**src/hdl/qec_pkg.sv**
```systemverilog
`timescale 1ns / 1ps
`default_nettype none
// ----------------------------------------------------------------------------
// qec_pkg
// Types and constants shared by the quadrature encoder counter modules.
// ----------------------------------------------------------------------------
package qec_pkg;

    localparam int RELOAD_W = 16;
    localparam int FILTER_W = 4;
    localparam int INVERT_W = 2;
    localparam int ADDR_W   = 4;
    localparam int DATA_W   = 32;

    localparam logic [RELOAD_W-1:0] RELOAD_RESET = 16'hFFFF;
    localparam logic [FILTER_W-1:0] FILTER_RESET = 4'd8;

    // Register indices, taken from paddr[3:2].
    localparam logic [1:0] REG_RELOAD = 2'd0;
    localparam logic [1:0] REG_ENABLE = 2'd1;
    localparam logic [1:0] REG_FILTER = 2'd2;
    localparam logic [1:0] REG_INVERT = 2'd3;

    typedef struct packed {
        logic [RELOAD_W-1:0] reload_value;
        logic                count_enable;
        logic [FILTER_W-1:0] filter_samples;
        logic [INVERT_W-1:0] invert_pins;
    } t_cfg;

    // Filtered level after this sample, and whether it changed on it.
    typedef struct packed {
        logic level;
        logic edge_seen;
    } t_pin_evt;

endpackage : qec_pkg
`default_nettype wire

```
**src/hdl/qec_cfg_regs.sv**
```systemverilog
`timescale 1ns / 1ps
`default_nettype none
// ----------------------------------------------------------------------------
// qec_cfg_regs
// APB-style configuration registers with read back.
// ----------------------------------------------------------------------------
module qec_cfg_regs (
    input  wire logic                       i_clk,
    input  wire logic                       i_rst_n,
    input  wire logic                       psel,
    input  wire logic                       penable,
    input  wire logic                       pwrite,
    input  wire logic [qec_pkg::ADDR_W-1:0] paddr,
    input  wire logic [qec_pkg::DATA_W-1:0] pwdata,
    output logic      [qec_pkg::DATA_W-1:0] prdata,
    output logic                            pready,
    output qec_pkg::t_cfg                   o_cfg
);
    import qec_pkg::*;

    t_cfg       r_cfg;
    logic       w_write;
    logic [1:0] w_index;

    assign pready  = 1'b1;
    assign w_write = psel & penable & pwrite;
    assign w_index = paddr[3:2];

    always_ff @(posedge i_clk) begin
        if (!i_rst_n) begin
            r_cfg.reload_value   <= RELOAD_RESET;
            r_cfg.count_enable   <= 1'b0;
            r_cfg.filter_samples <= FILTER_RESET;
            r_cfg.invert_pins    <= '0;
        end else if (w_write) begin
            unique case (w_index)
                REG_RELOAD: r_cfg.reload_value   <= pwdata[RELOAD_W-1:0];
                REG_ENABLE: r_cfg.count_enable   <= pwdata[0];
                REG_FILTER: r_cfg.filter_samples <= pwdata[FILTER_W-1:0];
                REG_INVERT: r_cfg.invert_pins    <= pwdata[INVERT_W-1:0];
            endcase
        end
    end

    always_comb begin
        prdata = '0;
        unique case (w_index)
            REG_RELOAD: prdata[RELOAD_W-1:0] = r_cfg.reload_value;
            REG_ENABLE: prdata[0]            = r_cfg.count_enable;
            REG_FILTER: prdata[FILTER_W-1:0] = r_cfg.filter_samples;
            REG_INVERT: prdata[INVERT_W-1:0] = r_cfg.invert_pins;
        endcase
    end

    assign o_cfg = r_cfg;

endmodule : qec_cfg_regs
`default_nettype wire

```
**src/hdl/qec_pin_filter.sv**
```systemverilog
`timescale 1ns / 1ps
`default_nettype none
// ----------------------------------------------------------------------------
// qec_pin_filter
// Run-length glitch filter for one encoder phase.
// ----------------------------------------------------------------------------
module qec_pin_filter (
    input  wire logic                         i_clk,
    input  wire logic                         i_rst_n,
    input  wire logic                         i_accept,
    input  wire logic                         i_sample,
    input  wire logic [qec_pkg::FILTER_W-1:0] i_need,
    output qec_pkg::t_pin_evt                 o_evt
);
    import qec_pkg::*;

    logic                r_level;
    logic [FILTER_W-1:0] r_run;
    logic                n_level;
    logic [FILTER_W-1:0] n_run;
    logic [FILTER_W-1:0] w_need;
    logic [FILTER_W-1:0] w_run_inc;
    logic                w_edge;

    // A filter setting of zero behaves as one.
    assign w_need    = (i_need == '0) ? FILTER_W'(1) : i_need;
    assign w_run_inc = r_run + FILTER_W'(1);

    always_comb begin
        n_level = r_level;
        n_run   = r_run;
        w_edge  = 1'b0;
        if (i_sample == r_level) begin
            n_run = '0;
        end else if (w_run_inc >= w_need) begin
            n_level = i_sample;
            n_run   = '0;
            w_edge  = 1'b1;
        end else begin
            n_run = w_run_inc;
        end
    end

    always_ff @(posedge i_clk) begin
        if (!i_rst_n) begin
            r_level <= 1'b0;
            r_run   <= '0;
        end else if (i_accept) begin
            r_level <= n_level;
            r_run   <= n_run;
        end
    end

    assign o_evt.level     = n_level;
    assign o_evt.edge_seen = w_edge;

endmodule : qec_pin_filter
`default_nettype wire

```
**src/hdl/qec_position.sv**
```systemverilog
`timescale 1ns / 1ps
`default_nettype none
// ----------------------------------------------------------------------------
// qec_position
// x4 quadrature decode and wrapping position counter. Its registers are
// also the result register of the block.
// ----------------------------------------------------------------------------
module qec_position #(
    parameter int COUNT_WIDTH = 16
) (
    input  wire logic                   i_clk,
    input  wire logic                   i_rst_n,
    input  wire logic                   i_accept,
    input  wire logic                   i_clear,
    input  wire logic                   i_enable,
    input  wire logic [COUNT_WIDTH-1:0] i_top,
    input  wire qec_pkg::t_pin_evt      i_evt_a,
    input  wire qec_pkg::t_pin_evt      i_evt_b,
    output logic                        o_step,
    output logic [COUNT_WIDTH-1:0]      o_position,
    output logic                        o_direction,
    output logic                        o_counted
);
    import qec_pkg::*;

    logic [COUNT_WIDTH-1:0] r_position;
    logic                   r_direction;
    logic                   r_counted;
    logic [COUNT_WIDTH-1:0] n_position;
    logic                   n_direction;
    logic [COUNT_WIDTH-1:0] w_base;
    logic                   w_down;

    // Simultaneous edges on both phases are ambiguous and do not count.
    assign o_step = i_enable & (i_evt_a.edge_seen ^ i_evt_b.edge_seen);
    assign w_base = i_clear ? '0 : r_position;

    always_comb begin
        if (i_evt_a.edge_seen) begin
            w_down = (i_evt_a.level == i_evt_b.level);
        end else begin
            w_down = (i_evt_a.level != i_evt_b.level);
        end
    end

    always_comb begin
        n_position  = w_base;
        n_direction = r_direction;
        if (o_step) begin
            n_direction = w_down;
            if (w_down) begin
                n_position = (w_base == '0) ? i_top : w_base - COUNT_WIDTH'(1);
            end else begin
                n_position = (w_base >= i_top) ? '0 : w_base + COUNT_WIDTH'(1);
            end
        end
    end

    always_ff @(posedge i_clk) begin
        if (!i_rst_n) begin
            r_position  <= '0;
            r_direction <= 1'b0;
            r_counted   <= 1'b0;
        end else if (i_accept) begin
            r_position  <= n_position;
            r_direction <= n_direction;
            r_counted   <= o_step;
        end
    end

    assign o_position  = r_position;
    assign o_direction = r_direction;
    assign o_counted   = r_counted;

endmodule : qec_position
`default_nettype wire

```
**src/hdl/quadrature_encoder_counter_core.sv**
```systemverilog
`timescale 1ns / 1ps
`default_nettype none
// ----------------------------------------------------------------------------
// quadrature_encoder_counter_core
// x4 quadrature encoder counter with per-phase glitch filters, pin
// inversion and a position that wraps between zero and a reload value.
//
//   Channel   Direction  Handshake                   Payload
//   sample    in         i_in_valid / o_in_stall     pin_a, pin_b, clear_count
//   result    out        o_out_valid / i_out_stall   position, direction, counted
//   config    in         APB psel/penable/pready     reload, enable, filter, invert
//
// One request is accepted every cycle unless the input is stalled; its result appears in the cycle after.
// The filter, decode and counter update form one registered stage.
// Reset is synchronous and active low and clears all state at once.
// The input stalls only while a result is held and the output is stalled.
// ----------------------------------------------------------------------------
module quadrature_encoder_counter_core #(
    parameter int COUNT_WIDTH = 16
) (
    input  wire logic                       i_clk,
    input  wire logic                       i_rst_n,
    input  wire logic                       i_in_valid,
    output logic                            o_in_stall,
    input  wire logic                       i_pin_a,
    input  wire logic                       i_pin_b,
    input  wire logic                       i_clear_count,
    output logic                            o_out_valid,
    input  wire logic                       i_out_stall,
    output logic [COUNT_WIDTH-1:0]          o_position,
    output logic                            o_direction,
    output logic                            o_counted,
    input  wire logic                       psel,
    input  wire logic                       penable,
    input  wire logic                       pwrite,
    input  wire logic [qec_pkg::ADDR_W-1:0] paddr,
    input  wire logic [qec_pkg::DATA_W-1:0] pwdata,
    output logic      [qec_pkg::DATA_W-1:0] prdata,
    output logic                            pready
);
    import qec_pkg::*;

    t_cfg     w_cfg;
    t_pin_evt w_evt_a;
    t_pin_evt w_evt_b;
    logic     w_accept;
    logic     w_step;
    logic     r_out_valid;

    assign o_in_stall  = r_out_valid & i_out_stall;
    assign w_accept    = i_in_valid & ~o_in_stall;
    assign o_out_valid = r_out_valid;

    always_ff @(posedge i_clk) begin
        if (!i_rst_n) begin
            r_out_valid <= 1'b0;
        end else if (w_accept) begin
            r_out_valid <= 1'b1;
        end else if (!i_out_stall) begin
            r_out_valid <= 1'b0;
        end
    end

    qec_cfg_regs u_cfg (
        .i_clk   (i_clk),
        .i_rst_n (i_rst_n),
        .psel    (psel),
        .penable (penable),
        .pwrite  (pwrite),
        .paddr   (paddr),
        .pwdata  (pwdata),
        .prdata  (prdata),
        .pready  (pready),
        .o_cfg   (w_cfg)
    );

    qec_pin_filter u_filter_a (
        .i_clk    (i_clk),
        .i_rst_n  (i_rst_n),
        .i_accept (w_accept),
        .i_sample (i_pin_a ^ w_cfg.invert_pins[0]),
        .i_need   (w_cfg.filter_samples),
        .o_evt    (w_evt_a)
    );

    qec_pin_filter u_filter_b (
        .i_clk    (i_clk),
        .i_rst_n  (i_rst_n),
        .i_accept (w_accept),
        .i_sample (i_pin_b ^ w_cfg.invert_pins[1]),
        .i_need   (w_cfg.filter_samples),
        .o_evt    (w_evt_b)
    );

    qec_position #(
        .COUNT_WIDTH (COUNT_WIDTH)
    ) u_position (
        .i_clk       (i_clk),
        .i_rst_n     (i_rst_n),
        .i_accept    (w_accept),
        .i_clear     (i_clear_count),
        .i_enable    (w_cfg.count_enable),
        .i_top       (COUNT_WIDTH'(w_cfg.reload_value)),
        .i_evt_a     (w_evt_a),
        .i_evt_b     (w_evt_b),
        .o_step      (w_step),
        .o_position  (o_position),
        .o_direction (o_direction),
        .o_counted   (o_counted)
    );

    a_result_follows: assert property (@(posedge i_clk) disable iff (!i_rst_n)
        w_accept |=> o_out_valid)
        else $error("accepted request produced no result");

    a_stall_only_when_full: assert property (@(posedge i_clk) disable iff (!i_rst_n)
        o_in_stall |-> r_out_valid)
        else $error("input stalled with an empty result register");

    a_clear_zeroes: assert property (@(posedge i_clk) disable iff (!i_rst_n)
        (w_accept && i_clear_count && !w_step) |=> (o_position == '0))
        else $error("clear did not zero the position");

    a_direction_holds: assert property (@(posedge i_clk) disable iff (!i_rst_n)
        (w_accept && !w_step) |=> (o_direction == $past(o_direction) && !o_counted))
        else $error("direction changed without a count");

endmodule : quadrature_encoder_counter_core
`default_nettype wire

```
**config.mk**
```make
export PLATFORM = sky130hd
export DESIGN_NAME = quadrature_encoder_counter_core
export DESIGN_NICKNAME = d
export VERILOG_FILES = /design/src/hdl/qec_pkg.sv /design/src/hdl/qec_cfg_regs.sv /design/src/hdl/qec_pin_filter.sv /design/src/hdl/qec_position.sv /design/src/hdl/quadrature_encoder_counter_core.sv
export SDC_FILE = /design/constraint.sdc
export NUM_CORES = 1
export LEC_CHECK = 0
export BUFFER_PORTS_ARGS = -buffer_cell sky130_fd_sc_hd__buf_4
export CAP_MARGIN = 20
export CORE_AREA = 2 2 87 106
export DETAILED_ROUTE_END_ITERATION = 8
export DIE_AREA = 0 0 89 108
export GPL_TIMING_DRIVEN = 0
export PLACE_DENSITY = 0.76
export SYNTH_ARGS = -nofsm -noshare
export SYNTH_HDL_FRONTEND = slang
export SYNTH_SLANG_ARGS = --single-unit
```
**constraint.sdc**
```tcl
create_clock -name i_clk -period 4 [get_ports i_clk]
set_clock_uncertainty 0.05 [all_clocks]
set_input_delay 0.8 -clock i_clk [delete_from_list [all_inputs] [get_ports i_clk]]
set_output_delay 0.8 -clock i_clk [all_outputs]
set_load 0.01 [all_outputs]
```
==> results.toml, run 1 <==
[status]
status = "completed"

[routing]
vias = 4379
dr.pass1.iters = 6
drtAntennaViolNets = 0
drcViolationCount = 0
drt-initial-drc-count = 359
via_per_inst = 5.95
routedWlPerCell_um = 17.6
wl_um = 13000

[timing]
hold_slack_ns = 0.484
setup_ws_ns = 0.300
rsz0062_at_grt = "no"
period_needed_ns = 3.70
hold_viol = 0
max_freq_mhz = 270
fin_crit_sh_pct = 92.5
setup_viol = 0
timing.slew.headroom_pct = 53.3
finalMaxSlewViolations = 0
tightest_slew_ns = 0.696

[placed_design]
hpwl_um = 10100
dpl_worst_slack_ns = -0.615
place_area_mm2 = 0.00479
port_buffers = 63
gp_congestion = 0.950

[pwr]
finalPower_uw = 1090
power_density_mw_per_mm2 = 224
leakage_uw = 0.00223
vdd.ir_drop.worst_mv = 0.122

[clocking]
cts.hold.buffers_added = 0
cts_root_buffer = "clkbuf_8"
cts_buffer_depth = 2
cts_sinks = 52
clk_pin_slew_ns = 0.09
cts_made_buffers = 5
clk_latency_ns = 0.31
cts_max_level = 2
cts_setup_buffers = 0
cts_tree = "done"

[floorplan]
rows = 37
core_mm2 = 0.00852
dieArea_mm2 = 0.00961
die_w_um = 89
start_util_pct = 48.3
dieHeight_um = 108
ios = 99

[setup_path]
crit_fanout = 12
critPathCaptureType = "flip-flop"
startpoint_type = "input pin"
crit_type = "in2reg"
worstPathArrival_ns = 3.90
required_ns = 4.20

[synth]
netlist_area_mm2 = 0.00411
yosysWarnings = 0
ys_ff_latch = 52
syn_area_per_cell_um2 = 7.69
ys_seq_area_share_pct = 25.3
synth_cell_types = 70
synthArstFlopShare_pct = 0
synthCells = 535
synth_top_flop_cell = "dfxtp_1"
synth-edff-count = 0

[grt]
grt.overflow.total = 0
grt_max_degree = 16
grtUsageTotal_pct = 27.2
antenna_found_initial = 0
grt_pass1_vias = 4177
grt_pass1_wl_um = 20500

[layout]
final_common_cell = "buf_4"
area_growth_pct = 18.6
final_util_pct = 57.3
num-fill-cells = 848
finish.instance_area_mm2 = 0.00488
fin_nets = 690
final_cell_mix = "buf_4 (80), nand2_1 (54), dfxtp_1 (52)"
layout-drive-gt1-share_pct = 17.8
antennaDiodeCount = 0

[min_path]
hp-class = "reg2reg"

[flow_run]
drv_cap = 0
-- final timing paths --
path,from,slack [ns],cells past startpoint,to
min,u_position.o_counted,0.48,2,u_position.o_counted
min reg2reg,u_position.o_counted,0.48,2,u_position.o_counted
max,i_clear_count,0.30,14,u_position.o_position[0]
max reg2reg,u_cfg.o_cfg[4],0.43,11,u_position.o_position[2]
-- layout make-up --
| class | count | area, um^2 | area share, % |
|---|---|---|---|
| Buffer | 50 | 275 | 5.64 |
| Sequential cell | 52 | 1040 | 21.3 |
| Tap cell | 117 | 146 | 3.00 |
| Inverter | 26 | 97.6 | 2.00 |
| Multi-Input combinational cell | 420 | 2750 | 56.4 |
| Clock inverter | 1 | 7.51 | 0.154 |
| Clock buffer | 7 | 86.3 | 1.77 |
| Timing Repair Buffer | 63 | 473 | 9.70 |
-- sequential cells by signal, indices dropped and copies added, names as in the netlist --
name,flops
u_filter_b.r_run,4
u_position.o_position,16
u_position.o_counted,1
u_filter_a.r_run,4
u_filter_b.r_level,1
u_cfg.o_cfg,23
u_filter_a.r_level,1
o_out_valid,1
u_position.o_direction,1
-- cell families after synthesis --
| family | Yosys count | share of synthesized area (%) |
|---|---|---|
| compound gates | 131 | 22.1 |
| xor+xnor | 23 | 4.90 |
| fa+ha+maj | 26 | 7.91 |
| buf+inv | 78 | 9.19 |
| flops | 52 | 25.3 |
| mux | 11 | 2.98 |
| other cells | 2 | 0.183 |
| simple gates | 212 | 27.5 |
-- Yosys cell counts, types with 7 or more instances --
cell type / n / area, um^2
and2_1: 7 / 43.8
a32o_1: 7 / 70.1
ha_1: 26 / 325
clkbuf_1: 26 / 97.6
nand4_1: 11 / 68.8
nor2_1: 27 / 101
mux2i_1: 10 / 100
o21ai_0: 27 / 135
nor2b_1: 25 / 156
xnor2_1: 15 / 131
a21oi_1: 18 / 90.1
nor3_1: 21 / 105
nand2_1: 54 / 203
nor4_1: 7 / 43.8
inv_1: 26 / 97.6
nand3_1: 23 / 115
dfxtp_1: 52 / 1040
o211ai_1: 17 / 128
a31oi_1: 7 / 43.8
xor2_1: 8 / 70.1
buf_4: 17 / 128
-- what timing repair did --
item,in CTS,in global routing
endpoints found under the setup margin,16,16
gates cloned,0,0
resized for setup,2,0
-- through the flow --
step                cells  setup TNS, ns
floorplan             550              0
global placement      730          -7.79
detailed placement    730          -8.68
CTS                   737              0
global route          736              0
finish                736              0
-- per-layer routing --
layer,vias up,wire (um),share of wire [%],GRT usage (%)
met1,2069,5080,39,32.7
li1,2073,-,-,-
met3,45,775,6.0,3.36
met4,0,586,4.5,12.9
met2,192,6520,50,47.3
met5,-,0,0,0
-- where the power goes --
| group | switching (uW) | leakage, uW | total [uW] | internal (uW) |
|---|---|---|---|---|
| clock network | 182 | 0.0000445 | 323 | 141 |
| logic | 135 | 0.00177 | 233 | 98.2 |
| registers | 11.3 | 0.000422 | 538 | 527 |
-- critical path, stage by stage --
cell and delay [ns]:
buf_4 0.16, clkbuf_2 0.20, clkbuf_2 0.26, nor2b_1 0.28, ha_1 0.28, a211o_1 0.26
o221a_1 0.25, or4b_4 0.48, buf_6 0.16, nand2b_4 0.18, buf_6 0.18, o21ai_1 0.17
nand3_1 0.11, nand2_1 0.12
No activity file was read; power rests on OpenSTA's default activity.
==> run 2, diff against run 1 <==
ABC_CLOCK_PERIOD_IN_PS = 4000   (was not set)
PLACE_DENSITY = 0.75   (was 0.76)
==> results.toml, run 2 (synthesis gave the netlist of run 1 again) <==
[pwr]
p_seq_share_pct = 48.7
leakage_uw = 0.00223
comb_power_share_pct = 21.1
p_sw_share_pct = 30.7
p_sw_uw = 339
p_int_uw = 766
vdd.ir_drop.worst_mv = 0.125
power_density_mw_per_mm2 = 226
clockPowerShare_pct = 30.1

[setup_path]
worstPathArrival_ns = 3.90
path_cells = "buf_4 -> inv_1 -> nand2_1 -> ha_1 -> nand2b_4 -> a211o_1 -> o221a_1 -> or4b_4 -> buf_6 -> nand2b_4 -> o32ai_1 -> a32o_1"
path_buf_inv = 3
startpoint_type = "input pin"
critPathSlowestCell = "or4b_4"
crit_fanout = 12
crit_top_cell = "nand2b_4"
reg2reg_depth = 11
cp.depth = 12
critPathMaxStageDelay_ns = 0.48
required_ns = 4.22
crit_type = "in2reg"
crit_family = "compound AO/OA/AOI/OAI gates"
critPathCaptureType = "flip-flop"

[layout]
multiInputGateArea_mm2 = 0.00275
num-fill-cells = 862
largest_reg_flops = 23
final_cell_mix = "buf_4 (80), nand2_1 (54), dfxtp_1 (52)"
area_growth_pct = 18.7
antennaDiodeCount = 0
final_common_cell = "buf_4"
finish.instance_area_mm2 = 0.00488
layout-drive-gt1-share_pct = 17.9
fin_nets = 690
regArea_mm2 = 0.00104

[status]
status = "completed"

[routing]
drtAntennaViolNets = 0
via_per_inst = 5.86
dr.pass1.iters = 7
drcViolationCount = 0
routedWlPerCell_um = 17.6
vias = 4310
wl_um = 12900
drt-initial-drc-count = 338

[grt]
grt.overflow.total = 0
grt_max_degree = 17
antenna_found_initial = 0
grt_pass1_vias = 4229
grt_pass1_wl_um = 20700
grtUsageTotal_pct = 27.4

[clocking]
cts.repair.resized = 2
cts_max_level = 2
clk_pin_slew_ns = 0.10
cts_made_buffers = 5
cts_root_buffer = "clkbuf_8"
cts.hold.buffers_added = 0
cts_setup_buffers = 0
cts_buffer_depth = 2
cts_tree = "done"
clk_latency_ns = 0.32
cts_sinks = 52

[floorplan]
rows = 37
die_w_um = 89
start_util_pct = 48.3
core_mm2 = 0.00852
dieArea_mm2 = 0.00961
dieHeight_um = 108
ios = 99

[flow_run]
drv_cap = 0

[timing]
hold_viol = 0
finalMaxSlewViolations = 0
timing.slew.headroom_pct = 54.2
rsz0062_at_grt = "no"
period_needed_ns = 3.69
max_freq_mhz = 271
setup_ws_ns = 0.312
tightest_slew_ns = 0.683
setup_viol = 0
tns_ns = 0
fin_crit_sh_pct = 92.2

[placed_design]
gp_congestion = 0.954
hpwl_um = 10200
dpl_worst_slack_ns = -0.586
place_area_mm2 = 0.00479
port_buffers = 63

[min_path]
hold_depth = 1
hp-class = "reg2reg"
## run 2: changes by cell type in the layout (fill, tap and decap cells not counted)
cell        change
clkbuf_1        -1
clkinvlp_4      +1
## run 2: stage by stage
step                total power [uW]  cells  hold WS, ns  util [%]
global route                    1150    736        0.511      57.3
CTS                             1110    737        0.479      57.3
detailed placement               779    730        0.446      56.2
global placement                 775    730        0.449      56.2
finish                          1100    736        0.482      57.3
floorplan                        693    550        0.425         -
## run 2: metal layers
metal  part of all wire [%]  track usage [%]
met1                     39             32.7
met2                     51             49.3
met3                    5.5             3.44
met4                    3.9             10.3
met5                      0                0
## run 2: cell type report
type	count	share of cell area (%)
Inverter	26	2.00
Sequential cell	52	21.3
Timing Repair Buffer	63	9.69
Tap cell	117	3.00
Multi-Input combinational cell	420	56.3
Clock inverter	2	0.308
Clock buffer	6	1.69
Buffer	50	5.64
## run 2: worst paths after layout
check,start,endpoint,slack [ns]
worst max-delay path,i_clear_count,u_position.o_position[4],0.31
worst max register to register,u_cfg.o_cfg[4],u_position.o_position[9],0.47
worst min-delay path,u_position.o_direction,u_position.o_direction,0.48
worst min register to register,u_position.o_direction,u_position.o_direction,0.48
## run 2: worst register-to-register path, stage by stage, from the launching register on
cell	delay [ns]
dfxtp_1	0.49
nor3_1	0.09
or2_2	0.32
ha_1	0.28
nor3b_1	0.23
a211oi_1	0.12
or4_1	0.50
nand3_1	0.30
clkbuf_1	0.54
a211oi_1	0.15
o21ai_0	0.23
o21ai_0	0.11
## run 2: power groups by stage
stage	Clock [uW]	Combinational [uW]	Sequential (uW)
2_1_floorplan	0	145	547
3_3_place_gp	0	225	550
3_5_place_dp	0	229	550
4_1_cts	340	230	538
5_1_grt	352	254	539
6_report	333	234	538
==> run 3, diff against run 2 <==
CORE_AREA = 2 2 89 109   (was 2 2 87 106)
DIE_AREA = 0 0 91 111   (was 0 0 89 108)
PLACE_DENSITY = 0.76   (was 0.75)
SYNTH_HIERARCHICAL = 1   (was not set)
==> results.toml, run 3 <==
[synth]
post-synth-top-count-cell = "inv_1"
synth_area_leaders = "dfxtp_1 (24%), ha_1 (7.9%), inv_1 (4.6%)"
syn_area_per_cell_um2 = 7.75
synth_common_cells = "inv_1 (54), dfxtp_1 (52), nand2_1 (49), nand3_1 (36)"
synthArstFlopShare_pct = 0
synth-edff-count = 0
synth_cell_types = 72
synth_top_flop_cell = "dfxtp_1"
yosysWarnings = 6
synthCells = 571
yosysTopAreaCell = "dfxtp_1"
yosys.area.top_type_share_pct = 23.5
ys_seq_area_share_pct = 23.5
ys_ff_latch = 52
netlist_area_mm2 = 0.00442

[timing]
hold_viol = 0
finalMaxSlewViolations = 0
max_freq_mhz = 263
fin_crit_sh_pct = 95.1
setup_viol = 0
period_needed_ns = 3.80
tightest_slew_ns = 0.943
timing.slew.headroom_pct = 36.5

[setup_path]
crit_type = "reg2reg"
critPathMaxStageDelay_ns = 0.45
critPathSlowestCell = "xor3_2"
crit_fanout = 10
reg2reg_depth = 14
startpoint_type = "flip-flop"
worstPathArrival_ns = 3.97
path_buf_inv = 3
required_ns = 4.17
crit_family = "compound AO/OA/AOI/OAI gates"
critPathCaptureType = "flip-flop"
path_cells = "inv_1 -> a31o_1 -> ha_1 -> or3b_4 -> a21boi_4 -> mux2_1 -> buf_4 -> xor3_2 -> a211oi_1 -> o21ai_1 -> a211oi_4 -> buf_6 -> a32oi_1 -> a21boi_0"
cp.depth = 14

[grt]
grt_pass1_vias = 4523
grt_max_degree = 18
grt.overflow.total = 0
grtUsageTotal_pct = 27.4
antenna_found_initial = 0
grt_pass1_wl_um = 22400

[floorplan]
dieArea_mm2 = 0.0101
ios = 99
start_util_pct = 48.2
rows = 39
core_mm2 = 0.00917
die_w_um = 91
dieHeight_um = 111

[clocking]
clk_pin_slew_ns = 0.07
cts_root_buffer = "clkbuf_16"
cts_tree = "done"
cts_made_buffers = 5
cts_sinks = 52
clk_latency_ns = 0.30
cts_buffer_depth = 2
cts_max_level = 2

[pwr]
power_density_mw_per_mm2 = 249
p_seq_share_pct = 40.8
clockPowerShare_pct = 39.1
p_int_uw = 958
p_sw_uw = 368
p_sw_share_pct = 27.7
comb_power_share_pct = 20.0
vdd.ir_drop.worst_mv = 0.155
leakage_uw = 0.00262

[routing]
wl_met1_um = 5310
wl_met3_um = 1110
wl_um = 13700
drtAntennaViolNets = 0
via_per_inst = 5.90
drt-initial-drc-count = 417
routedWlPerCell_um = 17.5
route.met2.wl_um = 6810
drcViolationCount = 0
dr.max_layer_used = "met4"
dr.pass1.iters = 5
vias = 4616

[placed_design]
hpwl_um = 10400
gp_congestion = 1.01
place_area_mm2 = 0.00511
port_buffers = 63
placed_cells = 772

[min_path]
hold_depth = 2
hp-class = "reg2reg"

[flow_run]
drv_cap = 0

[layout]
layout-drive-gt1-share_pct = 20.9
final_common_cell = "buf_4"
fin_nets = 733
largest_reg_flops = 23
finish.instance_area_mm2 = 0.00533
final_cell_mix = "buf_4 (90), inv_1 (54), dfxtp_1 (50)"
num-fill-cells = 890
antennaDiodeCount = 0
area_growth_pct = 20.6
stdcell_count = 783

[status]
status = "completed"
==> run 3: layout make-up <==
cell class	count	area [um^2]	area share (%)
plain buffers	54	327	6.12
clock buffers	6	139	2.60
clock inverters	2	38.8	0.727
repair buffers	66	499	9.36
flip-flops and latches	52	1040	19.6
multi-input cells	426	2930	54.9
well taps	123	154	2.89
inverters	54	203	3.80
==> run 3: power by group through the flow <==
| stage | clock network, uW | logic (uW) | registers [uW] |
|---|---|---|---|
| 4_1_cts | 528 | 259 | 541 |
| 3_5_place_dp | 0 | 257 | 553 |
| 3_3_place_gp | 0 | 255 | 552 |
| 2_1_floorplan | 0 | 168 | 550 |
| 6_report | 519 | 265 | 541 |
| 5_1_grt | 549 | 288 | 543 |
==> run 3: worst paths after layout <==
kind	from	to	slack [ns]
max	u_cfg/o_cfg[5]	u_position/o_position[15]	0.20
min	u_filter_a/r_run[3]	u_filter_a/r_run[3]	0.43
max reg2reg	u_cfg/o_cfg[5]	u_position/o_position[15]	0.20
min reg2reg	u_filter_a/r_run[3]	u_filter_a/r_run[3]	0.43
==> run 3: repair_timing <==
action	in CTS	in global routing
pin swaps	1	2
cloned	0	0
setup buffers	1	2
endpoints found under the setup margin	16	16
gates resized for setup	2	9
hold buffers	0	0
==> run 3: cells by family (layout without fill, tap and decap cells) <==
| logic type | Yosys count | in the layout | synth area share [%] |
|---|---|---|---|
| AND/OR/NAND/NOR | 196 | 196 | 23.4 |
| AO/OA/AOI/OAI | 138 | 138 | 22.3 |
| buffers and inverters | 108 | 182 | 11.9 |
| flip-flops | 52 | 52 | 23.5 |
| adder cells (fa/ha/maj) | 28 | 28 | 7.92 |
| XOR/XNOR | 27 | 27 | 5.86 |
| multiplexers | 20 | 20 | 4.95 |
| other | 2 | 17 | 0.170 |
==> run 3: layer usage <==
layer	up-vias	track usage [%]
met2	236	47.4
li1	2183	-
met5	-	0
met4	0	12.7
met1	2154	33.4
met3	43	3.87
==> run 3: per-stage QoR <==
step / TNS [ns] / hold WS (ns) / total power, uW / worst slack, ns / util [%]
2_1_floorplan: 0 / 0.395 / 718 / 0.446 / -
3_3_place_gp: -6.41 / 0.418 / 807 / -0.567 / 55.7
3_5_place_dp: -6.34 / 0.425 / 810 / -0.585 / 55.7
4_1_cts: 0 / 0.436 / 1330 / 0.00744 / 57.8
5_1_grt: -0.00115 / 0.453 / 1380 / -0.00115 / 58.1
6_report: 0 / 0.431 / 1330 / 0.198 / 58.1
==> run 3: worst min-delay path: stages, from the launching register on <==
cell     delay [ns]
dfxtp_1        0.32
nand2_1        0.06
a21oi_1        0.05
